$ cat src/rtl/core/bis_pkg.sv
// ----------------------------------------------------------------------------
// bis_pkg: shared types and constants for the bilinear image sampler
// Holds the item modes, the register map and the width constants.
// ----------------------------------------------------------------------------
package bis_pkg;

  localparam int CoordW = 20;
  localparam int ValW   = 16;
  localparam int WgtW   = 17;  // weights reach 1.0 = 65536

  typedef enum logic [1:0] {
    MODE_WRITE  = 2'd0,
    MODE_SAMPLE = 2'd1,
    MODE_ALL    = 2'd2,
    MODE_NONE   = 2'd3
  } mode_t;

  typedef enum logic [1:0] {
    REG_WIDTH  = 2'd0,
    REG_HEIGHT = 2'd1,
    REG_CHANS  = 2'd2,
    REG_WRAP   = 2'd3
  } reg_idx_t;

endpackage

$ cat src/rtl/core/bis_axis.sv
// ----------------------------------------------------------------------------
// bis_axis: per-axis coordinate setup
// Scales a Q4.16 coordinate by the image size, splits floor and fraction,
// and gives neighbour indices and weights. Registered output, loaded when
// a sample is taken.
// ----------------------------------------------------------------------------
module bis_axis #(
  parameter int MaxN = 64,
  localparam int IdxW = $clog2(MaxN),
  localparam int NW = $clog2(MaxN + 1)
) (
  input  logic                         clk,
  input  logic                         en,
  input  logic signed [bis_pkg::CoordW-1:0] coord,
  input  logic [NW-1:0]                n,
  input  logic                         wrap,
  output logic [IdxW-1:0]              lo_r,
  output logic [IdxW-1:0]              hi_r,
  output logic [bis_pkg::WgtW-1:0]     wlo_r,
  output logic [bis_pkg::WgtW-1:0]     whi_r
);
  import bis_pkg::*;

  localparam int PW = CoordW + NW + 1;
  localparam int IW = PW - 16;

  logic signed [PW-1:0] prod;
  logic signed [IW-1:0] idx;
  logic [15:0]          frac;
  logic [IdxW-1:0]      m;
  logic [IdxW-1:0]      lo_nxt, hi_nxt;
  logic                 out_nxt;

  // scale and split; arithmetic shift is floor
  assign prod = PW'(coord) * $signed({1'b0, n});
  assign idx  = prod[PW-1:16];
  assign frac = prod[15:0];

  // wrap: index lies within [-8n, 8n), so reduce bit by bit
  always_comb begin
    logic signed [IW:0] t;
    t = IW'(idx);
    for (int k = 4; k >= 0; k--) begin
      if (t < 0) t = t + ((IW+1)'(n) <<< k);
      else if (t >= ((IW+1)'(n) <<< k)) t = t - ((IW+1)'(n) <<< k);
    end
    if (t < 0) t = t + (IW+1)'(n);
    m = t[IdxW-1:0];
  end

  always_comb begin
    out_nxt = 1'b0;
    if (wrap) begin
      lo_nxt = m;
      hi_nxt = (NW'(m) + NW'(1) >= n) ? '0 : m + IdxW'(1);
    end else begin
      out_nxt = (idx < 0) || (idx >= IW'(n));
      lo_nxt  = idx[IdxW-1:0];
      hi_nxt  = (NW'(lo_nxt) + NW'(1) >= n) ? lo_nxt : lo_nxt + IdxW'(1);
      if (out_nxt) begin
        lo_nxt = '0;
        hi_nxt = '0;
      end
    end
  end

  // hold setup results for the read stage until the next sample
  always_ff @(posedge clk) begin
    if (en) begin
      lo_r  <= lo_nxt;
      hi_r  <= hi_nxt;
      wlo_r <= out_nxt ? '0 : WgtW'(17'h10000 - {1'b0, frac});
      whi_r <= out_nxt ? '0 : {1'b0, frac};
    end
  end
endmodule

$ cat src/rtl/core/bis_front.sv
// ----------------------------------------------------------------------------
// bis_front: input side
// Takes items, clamps the sizes, writes pixels, and sets up sample ops,
// one per channel for an all-channel sample, else one, onto the op stream.
// ----------------------------------------------------------------------------
module bis_front #(
  parameter int MaxW = 64,
  parameter int MaxH = 64,
  parameter int MaxC = 4,
  localparam int XW = $clog2(MaxW),
  localparam int YW = $clog2(MaxH),
  localparam int CW = (MaxC > 1) ? $clog2(MaxC) : 1
) (
  input  logic                              clk,
  input  logic                              rst_n,
  input  logic                              push,
  output logic                              full,
  input  logic [1:0]                        mode,
  input  logic signed [bis_pkg::CoordW-1:0] sample_x,
  input  logic signed [bis_pkg::CoordW-1:0] sample_y,
  input  logic [1:0]                        channel,
  input  logic [5:0]                        write_col,
  input  logic [5:0]                        write_row,
  input  logic [bis_pkg::ValW-1:0]          write_value,
  input  logic [6:0]                        img_w,
  input  logic [6:0]                        img_h,
  input  logic [2:0]                        chans,
  input  logic                              wrap,
  // write port into the back's store
  output logic                              wr_en,
  output logic [XW+YW+CW-1:0]               wr_addr,
  output logic [bis_pkg::ValW-1:0]          wr_data,
  // op stream toward the back
  output logic                              op_valid,
  input  logic                              op_ready,
  output logic [XW-1:0]                     x0,
  output logic [XW-1:0]                     x1,
  output logic [YW-1:0]                     y0,
  output logic [YW-1:0]                     y1,
  output logic [bis_pkg::WgtW-1:0]          wx0,
  output logic [bis_pkg::WgtW-1:0]          wx1,
  output logic [bis_pkg::WgtW-1:0]          wy0,
  output logic [bis_pkg::WgtW-1:0]          wy1,
  output logic [3:0]                        op_ch,
  output logic                              op_zero,
  output logic                              op_last
);
  import bis_pkg::*;

  localparam int WN = $clog2(MaxW + 1);
  localparam int HN = $clog2(MaxH + 1);

  logic [WN-1:0] w_eff;
  logic [HN-1:0] h_eff;
  logic [3:0]    c_eff;
  logic          acc;
  logic          ld;

  // clamp the size registers
  always_comb begin
    w_eff = (img_w == 7'd0) ? WN'(1) : ((32'(img_w) > MaxW) ? WN'(MaxW) : WN'(img_w));
    h_eff = (img_h == 7'd0) ? HN'(1) : ((32'(img_h) > MaxH) ? HN'(MaxH) : HN'(img_h));
    c_eff = (chans == 3'd0) ? 4'd1 : ((32'(chans) > MaxC) ? 4'(MaxC) : {1'b0, chans});
  end

  // stage 1 holds one expanding sample
  logic       s1_v_r;
  logic [3:0] s1_ch_r, s1_end_r, s1_nch_r;
  logic [XW-1:0] x0_w, x1_w;
  logic [YW-1:0] y0_w, y1_w;

  assign full = s1_v_r && !(op_ready && (s1_ch_r + 4'd1 == s1_end_r));
  assign acc  = push && !full;
  assign ld   = acc && (mode == MODE_SAMPLE || mode == MODE_ALL);

  bis_axis #(.MaxN(MaxW)) u_ax (
    .clk, .en(ld), .coord(sample_x), .n(w_eff), .wrap,
    .lo_r(x0_w), .hi_r(x1_w), .wlo_r(wx0), .whi_r(wx1));
  bis_axis #(.MaxN(MaxH)) u_ay (
    .clk, .en(ld), .coord(sample_y), .n(h_eff), .wrap,
    .lo_r(y0_w), .hi_r(y1_w), .wlo_r(wy0), .whi_r(wy1));

  assign x0 = x0_w;
  assign x1 = x1_w;
  assign y0 = y0_w;
  assign y1 = y1_w;

  // pixel writes go straight to the store
  always_comb begin
    wr_en   = acc && (mode == MODE_WRITE) && (32'(write_col) < MaxW)
              && (32'(write_row) < MaxH) && (32'(channel) < MaxC);
    wr_addr = {YW'(write_row), XW'(write_col), CW'(channel)};
    wr_data = write_value;
  end

  // load a new sample, else advance the channel counter per op beat
  always_ff @(posedge clk) begin
    if (!rst_n) begin
      s1_v_r <= 1'b0;
    end else if (ld) begin
      s1_v_r   <= 1'b1;
      s1_ch_r  <= (mode == MODE_SAMPLE) ? {2'b0, channel} : 4'd0;
      s1_end_r <= (mode == MODE_SAMPLE) ? {2'b0, channel} + 4'd1 : c_eff;
      s1_nch_r <= c_eff;
    end else if (s1_v_r && op_ready) begin
      s1_ch_r <= s1_ch_r + 4'd1;
      if (s1_ch_r + 4'd1 == s1_end_r) s1_v_r <= 1'b0;
    end
  end

  assign op_valid = s1_v_r;
  assign op_ch    = s1_ch_r;
  assign op_zero  = s1_ch_r >= s1_nch_r;
  assign op_last  = s1_ch_r + 4'd1 == s1_end_r;
endmodule

$ cat config.mk
export PLATFORM = sky130hd
export DESIGN_NAME = bis_front
export DESIGN_NICKNAME = d
export VERILOG_FILES = /design/src/rtl/core/bis_pkg.sv /design/src/rtl/core/bis_axis.sv /design/src/rtl/core/bis_front.sv
export SDC_FILE = /design/constraint.sdc
export NUM_CORES = 1
export LEC_CHECK = 0
export BUFFER_PORTS_ARGS = -buffer_cell sky130_fd_sc_hd__buf_2
export CAP_MARGIN = 5
export CORE_UTILIZATION = 33
export CTS_CLUSTER_DIAMETER = 60
export DETAILED_ROUTE_END_ITERATION = 7
export SKIP_LAST_GASP = 1
export SYNTH_ARGS = -nofsm -noshare
export SYNTH_HDL_FRONTEND = slang
export SYNTH_SLANG_ARGS = --single-unit
$ cat constraint.sdc
create_clock -name clk -period 24.2 [get_ports clk]
set_input_delay 1.21 -clock clk [delete_from_list [all_inputs] [get_ports clk]]
set_output_delay 1.21 -clock clk [all_outputs]
set_load 0.01 [all_outputs]
==> Word-level counts from Yosys, hierarchy flattened <==
Index checks and enable logic that the tools add are counted.
{ "word_totals": {"regBits": 105, "in_bits": 94, "out_inout_bits": 131, "word_cells": 154} }
{ "op_classes": {"addsub": 34, "multipliers": 2, "n_lt_le_gt_ge": 32, "eq_ne": 3, "muxes": 49, "n_reduce_logical": 20} }
{ "ops": {"columns": ["operator", "count"], "rows": [
  ["$mux W13", 20],
  ["$lt A13 B1 Y1 const B", 10],
  ["$mux W6", 14],
  ["$mul A20 B8 Y28", 2],
  ["$sub A17 B16 Y17 const A", 2],
  ["$add A6 B1 Y7 const B", 4],
  ["$ge A7 B7 Y1", 4],
  ["$mux W7", 4],
  ["$add A12 B12 Y13", 2],
  ["$add A13 B10 Y13", 2],
  ["$add A13 B7 Y13", 2],
  ["$add A13 B8 Y13", 2],
  ["$add A13 B9 Y13", 2],
  ["$ge A13 B10 Y1", 2],
  ["$ge A13 B11 Y1", 2],
  ["$ge A13 B7 Y1", 2],
  ["$ge A13 B8 Y1", 2],
  ["$ge A13 B9 Y1", 2],
  ["$sub A12 B12 Y13", 2],
  ["$sub A13 B10 Y13", 2],
  ["$sub A13 B7 Y13", 2],
  ["$sub A13 B8 Y13", 2],
  ["$sub A13 B9 Y13", 2],
  ["$add A6 B1 Y6 const B", 4],
  ["other kinds (23)", 46]
]} }

==> Depth between registers and ports, before layout <==
Gate-level depths: netlist (run 1).
{ "depth": {"word_depth": 25, "ltp_mapped": 101, "mapped_depth_nobuf": 96} }

==> By module <==
Synthesis (run 1) repeated with hierarchy kept, for this count alone.
{ "hier_totals": {"hier_cells": 3102, "hier_area_um2": 25882.3} }
{ "by_module_without_submodules": {"columns": ["mod", "instances", "cells_each", "area_each_um2", "seq_area_each_um2"], "rows": [
  ["bis_axis (u_ax)", 1, 1508, 12493.2, 1321.3],
  ["bis_axis (u_ay)", 1, 1467, 12259.3, 1321.3],
  ["bis_front", 1, 127, 1129.8, 320.3]
]} }

==> Least setup slack after synthesis (run 1) <==
OpenSTA, ideal clock, no wires.
{ "synth_timing": {"path_type": "input -> register", "start": "input port img_w[6]", "end": "register u_ax.hi_r[0] (data pin)", "setup_time_ps": 156, "arrival_ps": 20147, "t_required_ps": 24044, "path_slack_ps": 3897, "stages": 96, "n_path_buf": 5, "path_cell_list": "clkbuf_1 nor2b_1 clkbuf_1 nand2_1 fa_1 inv_1 fa_1 fa_1 inv_1 fa_1 inv_1 ha_1 a21o_1 a21o_1 a221o_1 a41oi_2 nor2b_1 o21a_1 [... 60 more ...] nand2_1 and3_1 nor3_1 inv_1 ha_1 a21o_1 a21oi_1 xnor2_1 mux2i_1 or3b_1 xnor2_1 inv_1 ha_1 a21oi_1 nor2b_1 o21ai_0 nand3b_1 o22ai_1"} }
{ "synth_between": {"elab_chain_cells": 25, "word_cells_on_any_way": 50, "classes_between": "add/sub (15); mul (1); order compare (15); mux (17); reduce/logical (2)"} }
{ "synth_rtl": {"columns": ["element", "line_no", "source"], "rows": [
  ["start: declaration", "bis_front.sv:25", "input logic [6:0] img_w,"],
  ["$gt A7 B7 Y1", "bis_front.sv:61", "w_eff = (img_w == 7'd0) ? WN'(1) : ((32'(img_w) > MaxW) ? WN'(MaxW) : WN'(img_w));"],
  ["$mux W7", "bis_front.sv:61", null],
  ["$mux W7 *", "bis_front.sv:61", null],
  ["$mul A20 B8 Y28", "bis_axis.sv:35", "assign prod = PW'(coord) * $signed({1'b0, n});"],
  ["$sub A12 B12 Y13 / $ge A13 B11 Y1 (equally long branches)", "bis_axis.sv:45", "else if (t >= ((IW+1)'(n) <<< k)) t = t - ((IW+1)'(n) <<< k);"],
  ["$mux W13", "bis_axis.sv:45", null],
  ["$mux W13", "bis_axis.sv:44", "if (t < 0) t = t + ((IW+1)'(n) <<< k);"],
  ["$sub A13 B10 Y13 / $ge A13 B10 Y1 (equally long branches)", "bis_axis.sv:45", null],
  ["[... 10 more ...]", null, null],
  ["$mux W13", "bis_axis.sv:44", null],
  ["$lt A13 B1 Y1 / $add A6 B6 Y6 (equally long branches)", "bis_axis.sv:47", "if (t < 0) t = t + (IW+1)'(n);"],
  ["$mux W6", "bis_axis.sv:47", null],
  ["$add A6 B1 Y7", "bis_axis.sv:55", "hi_nxt = (NW'(m) + NW'(1) >= n) ? '0 : m + IdxW'(1);"],
  ["$ge A7 B7 Y1", "bis_axis.sv:55", null],
  ["$mux W6", "bis_axis.sv:55", null],
  ["$mux W6 *", "bis_axis.sv:53", "if (wrap) begin"],
  ["net u_ax.hi_nxt[0]", "bis_axis.sv:31", "logic [IdxW-1:0] lo_nxt, hi_nxt;"],
  ["end signal: assignment", "bis_axis.sv:71", "hi_r <= hi_nxt;"],
  ["end: declaration", "bis_axis.sv:18", "output logic [IdxW-1:0] hi_r,"]
]} }
Mark *: on every way through the listed nets, which the timed path passes. The rest lies on a longest branch.
A chain may end at the register's enable or synchronous reset.

==> Final worst setup path (run 1) <==
{ "layout_timing": {"start": "input port img_w[6]", "end": "register u_ax.hi_r[5] (data pin)"} }
Same word-level chain as after synthesis.

==> impl_metrics.toml, run 1 <==
[status]
status = "complete, no violations"

[critical_path]
crit_path_max_incr_delay_ps = 540
end_kind = "flip-flop"
crit_type = "in -> reg"
crit_fanout = 27
crit_top_cell = "a21oi_1"
start_kind = "primary input"
arrival_ps = 22710
crit_required_ps = 24400
crit_slowest_cell = "fa_1"

[die]
ios = 225
start_util_pct = 33.4
num_rows = 100
dieArea_mm2 = 0.0763
fp.dieH_um = 276
fp.dieW_um = 276
core_area_mm2 = 0.0744

[placement]
gp_congestion = 0.895
place_hpwl_mm = 54.1
io_buffers = 166

[sta]
max-slew-margin-rel_pct = 30.6
hold_violations = 0
finalSetupViolCount = 0
slew_viol_final = 0
fmax_mhz = 44.4
period_needed_ps = 22500
finalSetupTns_ps = 0
clock_skew_ps = 6.09
worst_pin_slew_ps = 1040
rsz0062_at_grt = "false"
period_share_pct = 93.0

[synthesis]
synthFlopType = "edfxtp_1"
yosysWarnings = 0
postSynthAreaPerCell_um2 = 8.39
synth_edf_count = 98
syn-cell-area_mm2 = 0.0248
synth_async_sr_flop_share_pct = 0
synthDistinctLibCells = 107
ys_seq_elements = 99
ys_seq_area_share_pct = 11.9
syn_inst = 2961

[detailed_routing]
drt_iter0_drc = 1377
vias = 21200
ant_nets = 0
drtPass1Iterations = 8
drc = 0
drt-total-wl_mm = 66.6
wl_per_cell_um = 16.5
via_per_inst = 5.25

[global_routing]
grt_max_degree = 78
antenna_found_initial = 0
grt_overflow = 0
grt_pass1_vias = 20500
grt_pass1_wl_mm = 109
grt_usage_pct = 17.3

[final_layout]
final_cell_mix = "inv_1 (362), ha_1 (317), fa_1 (234)"
area_delta_synth_final_pct = 8.34
diodes = 0
drive_gt1_share_pct = 10.4
layout_commonest_cell = "inv_1"
final_nets = 3703

[clocking]
holdBufCountCts = 0
clock_path_buffers = 2
clock_latency_ps = 360
clk_pin_slew_ps = 70
post_cts_buffers = 0
cts-resized-gates = 0
clock-sinks = 99
root_buffer = "clkbuf_16"
htreeDepth = 3
cts_buffers = 9
cts_tree = "done"

[job]
maxCapViolCount = 0

[hold_path]
hold_path.class = "reg -> reg"
-- state kept, by name (all words and copies together) (netlist names), 6 cells and up --
register and count:
u_ax.lo_r 6, u_ax.whi_r 16, u_ax.hi_r 6, u_ay.hi_r 6
u_ay.lo_r 6, u_ay.whi_r 16, u_ax.wlo_r 16, u_ay.wlo_r 16
-- Yosys cell counts, types with 14 or more instances --
cell type | n | area [um^2]
a211oi_1 | 19 | 143
edfxtp_1 | 98 | 2940
or3_1 | 21 | 131
fa_1 | 234 | 4680
mux2i_1 | 19 | 190
xor2_1 | 33 | 289
nand4_1 | 15 | 93.8
o21ai_0 | 121 | 606
o22ai_1 | 23 | 144
nor2b_1 | 56 | 350
ha_1 | 317 | 3970
and3_1 | 19 | 119
a21o_1 | 51 | 383
a31oi_1 | 14 | 87.6
nand2_1 | 216 | 811
o211ai_1 | 25 | 188
nand2b_1 | 43 | 269
or2_2 | 19 | 119
nand3_1 | 36 | 180
xnor2_1 | 85 | 744
nor3_1 | 51 | 255
a21oi_1 | 208 | 1040
nor2_1 | 197 | 739
inv_1 | 362 | 1360
buf_4 | 36 | 270
nor4_1 | 17 | 106
o21a_1 | 18 | 135
and2_1 | 229 | 1430
clkbuf_1 | 67 | 251
o21bai_1 | 48 | 360
-- per-layer routing --
| metal | GRT usage (%) | routed length (um) |
|---|---|---|
| met5 | 0 | 0 |
| met4 | 3.44 | 1110 |
| met3 | 1.56 | 3050 |
| met2 | 28.4 | 30400 |
| met1 | 24.8 | 32000 |
-- worst max-delay path, delay by kind of cell --
| family | cells | cell delay (ps) |
|---|---|---|
| buffers and inverters | 12 | 1620 |
| multiplexers | 2 | 540 |
| XOR/XNOR | 3 | 680 |
| adder cells (fa/ha/maj) | 12 | 4880 |
| AND/OR/NAND/NOR | 26 | 5340 |
| AO/OA/AOI/OAI | 41 | 8400 |
-- layout make-up --
cell class	instances	area [um^2]
clock buffer	9	225
clock inverter	7	51.3
fill	7690	47500
inverter	363	1360
multi-input combinational	2381	20000
sequential	99	2960
tap	969	1210
timing repair buffer	204	1120
-- path summary, 6_finish.rpt --
| check | from | to | slack (ps) | cells after the start |
|---|---|---|---|---|
| hold / removal | op_valid | op_valid | 660 | 3 |
| setup / recovery | img_w[6] | u_ax.hi_r[5] | 1700 | 96 |
| hold reg to reg | op_valid | op_valid | 660 | 3 |
| setup reg to reg | op_ch[0] | u_ay.lo_r[1] | 21030 | 8 |
-- stage by stage --
step / worst slack (ps) / instance area, um^2 / instances / util [%] / hold WS (ps)
after floorplan: 3900 / 24800 / 2962 / - / 692
after global placement: 1620 / 26600 / 4016 / 35.7 / 631
after detailed placement: 1060 / 26600 / 4016 / 35.7 / 638
after CTS: 1400 / 26900 / 4032 / 36.1 / 658
after global routing: 4.88 / 26900 / 4032 / 36.1 / 721
final: 1700 / 26900 / 4032 / 36.1 / 658
-- cells by family (layout without fill, tap and decap cells) --
group                      count (synthesis)  after routing  synth area share [%]
and+or+nand+nor                          979            979                  20.7
muxes                                     33             33                  1.41
DFF                                       99             99                  11.9
other                                      1              2                0.0151
buffers and inverters                    482            583                  7.96
adders and majority gates                551            551                  34.8
xor gates and xnor gates                 122            122                  4.47
AOI/OAI and AO/OA                        694            694                  18.7
Power of run 1 is left out: the tool's default activity adds up to more than one toggle a clock period on the data nets, which glitch-free logic cannot reach.
==> run 2: changes to the inputs <==
--- a/config.mk
+++ b/config.mk
@@ -10,7 +10,9 @@
 export CORE_UTILIZATION = 33
 export CTS_CLUSTER_DIAMETER = 60
 export DETAILED_ROUTE_END_ITERATION = 7
+export MAX_ROUTING_LAYER = met4
 export SKIP_LAST_GASP = 1
+export SLEW_MARGIN = 20
 export SYNTH_ARGS = -nofsm -noshare
 export SYNTH_HDL_FRONTEND = slang
 export SYNTH_SLANG_ARGS = --single-unit
==> run 2 against run 1 <==
  * Critical path type unchanged
  * Utilization stayed put
  * Count of clock-buffer cells in the layout stayed put
  * Sequential cell count stayed put
  * First-iteration DRC count is 0.80% lower
  * Routed wire length hardly changed
  * Final area stayed put
  * Non-clock buffer count stayed put
  * Critical endpoint unchanged
  * Setup slack better by 8.4 ps
  * Sequential share of layout area stayed put
==> impl_metrics.toml, run 2 (same netlist as run 1, synthesis figures left out) <==
[clocking]
cts-resized-gates = 0
root_buffer = "clkbuf_16"
clk_pin_slew_ps = 70
cts_tree = "done"
clock-sinks = 99
htreeDepth = 3
holdBufCountCts = 0
clock_latency_ps = 360
clock_path_buffers = 2
post_cts_buffers = 0
cts_buffers = 9

[detailed_routing]
ant_nets = 0
drtPass1Iterations = 5
drt_iter0_drc = 1366
vias = 21100
drt-total-wl_mm = 66.7
via_per_inst = 5.24
wl_per_cell_um = 16.5
drc = 0

[sta]
hold_violations = 0
period_needed_ps = 22490
whs_ps = 658
worst_pin_slew_ps = 1050
slew_viol_final = 0
finalSetupViolCount = 0
fmax_mhz = 44.5
layout_setup_ws_ps = 1710
finalSetupTns_ps = 0
rsz0062_at_grt = "false"
clock_skew_ps = 6.65
max-slew-margin-rel_pct = 30.3
period_share_pct = 92.9

[die]
ios = 225
dieArea_mm2 = 0.0763
core_area_mm2 = 0.0744
num_rows = 100
fp.dieH_um = 276
fp.dieW_um = 276
start_util_pct = 33.4

[placement]
post-place-ws_ps = 1060
gp_congestion = 0.910
io_buffers = 166
place_hpwl_mm = 54.1

[critical_path]
cp_num_buf_inv = 12
crit_top_cell = "a21oi_1"
crit_required_ps = 24410
path_delay_family = "compound AO/OA/AOI/OAI gates"
arrival_ps = 22700
crit_slowest_cell = "fa_1"
crit_path_max_incr_delay_ps = 540
end_kind = "flip-flop"
start_kind = "primary input"
crit_fanout = 27
crit_type = "in -> reg"

[final_layout]
multi_input_comb_area_mm2 = 0.0200
drive_gt1_share_pct = 10.4
layout_commonest_cell = "inv_1"
final_nets = 3703
area_delta_synth_final_pct = 8.34
final_cell_mix = "inv_1 (362), ha_1 (317), fa_1 (234)"
regArea_mm2 = 0.00296
fillers = 7690
diodes = 0

[hold_path]
hold_path.class = "reg -> reg"

[global_routing]
grt_overflow = 0
grt_pass1_wl_mm = 109
grt_usage_pct = 17.9
grt_max_degree = 78
antenna_found_initial = 0
grt_pass1_vias = 20400

[status]
status = "complete, no violations"

[job]
maxCapViolCount = 0
run 2: cell type report:
type                    instances  area share [%]
clock buffers                   9           0.837
clock inverters                 7           0.191
inverters                     363            5.06
multi-input cells            2381            74.2
flip-flops and latches         99            11.0
well taps                     969            4.51
repair buffers                204            4.15
run 2: metrics by stage:
step,utilization [%],std cells,area (um^2)
after floorplan,-,2962,24800
after CTS,36.1,4032,26900
final,36.1,4032,26900
after global placement,35.7,4016,26600
after global routing,36.1,4032,26900
after detailed placement,35.7,4016,26600
run 2: worst reg2reg max path, delay by kind of cell, from the launching register on:
family	cells	cell delay, ps
buf+inv	1	820
simple gates	4	770
flops	1	500
xor+xnor	2	360
fa+ha+maj	1	260
run 2: path summary, 6_finish.rpt:
check | from | endpoint | slack [ps] | depth (start not counted)
max | img_w[6] | u_ax.hi_r[5] | 1710 | 94
min | op_valid | op_valid | 660 | 3
max reg2reg | op_ch[0] | u_ay.lo_r[1] | 21020 | 8
min reg2reg | op_valid | op_valid | 660 | 3
run 2: layer usage:
layer  GRT usage [%]  part of all wire (%)
met1            24.8                    48
met5               -                     0
met2            28.4                    46
met4            3.29                   1.5
met3            1.55                   4.3
Power of run 2 is left out for the same reason.
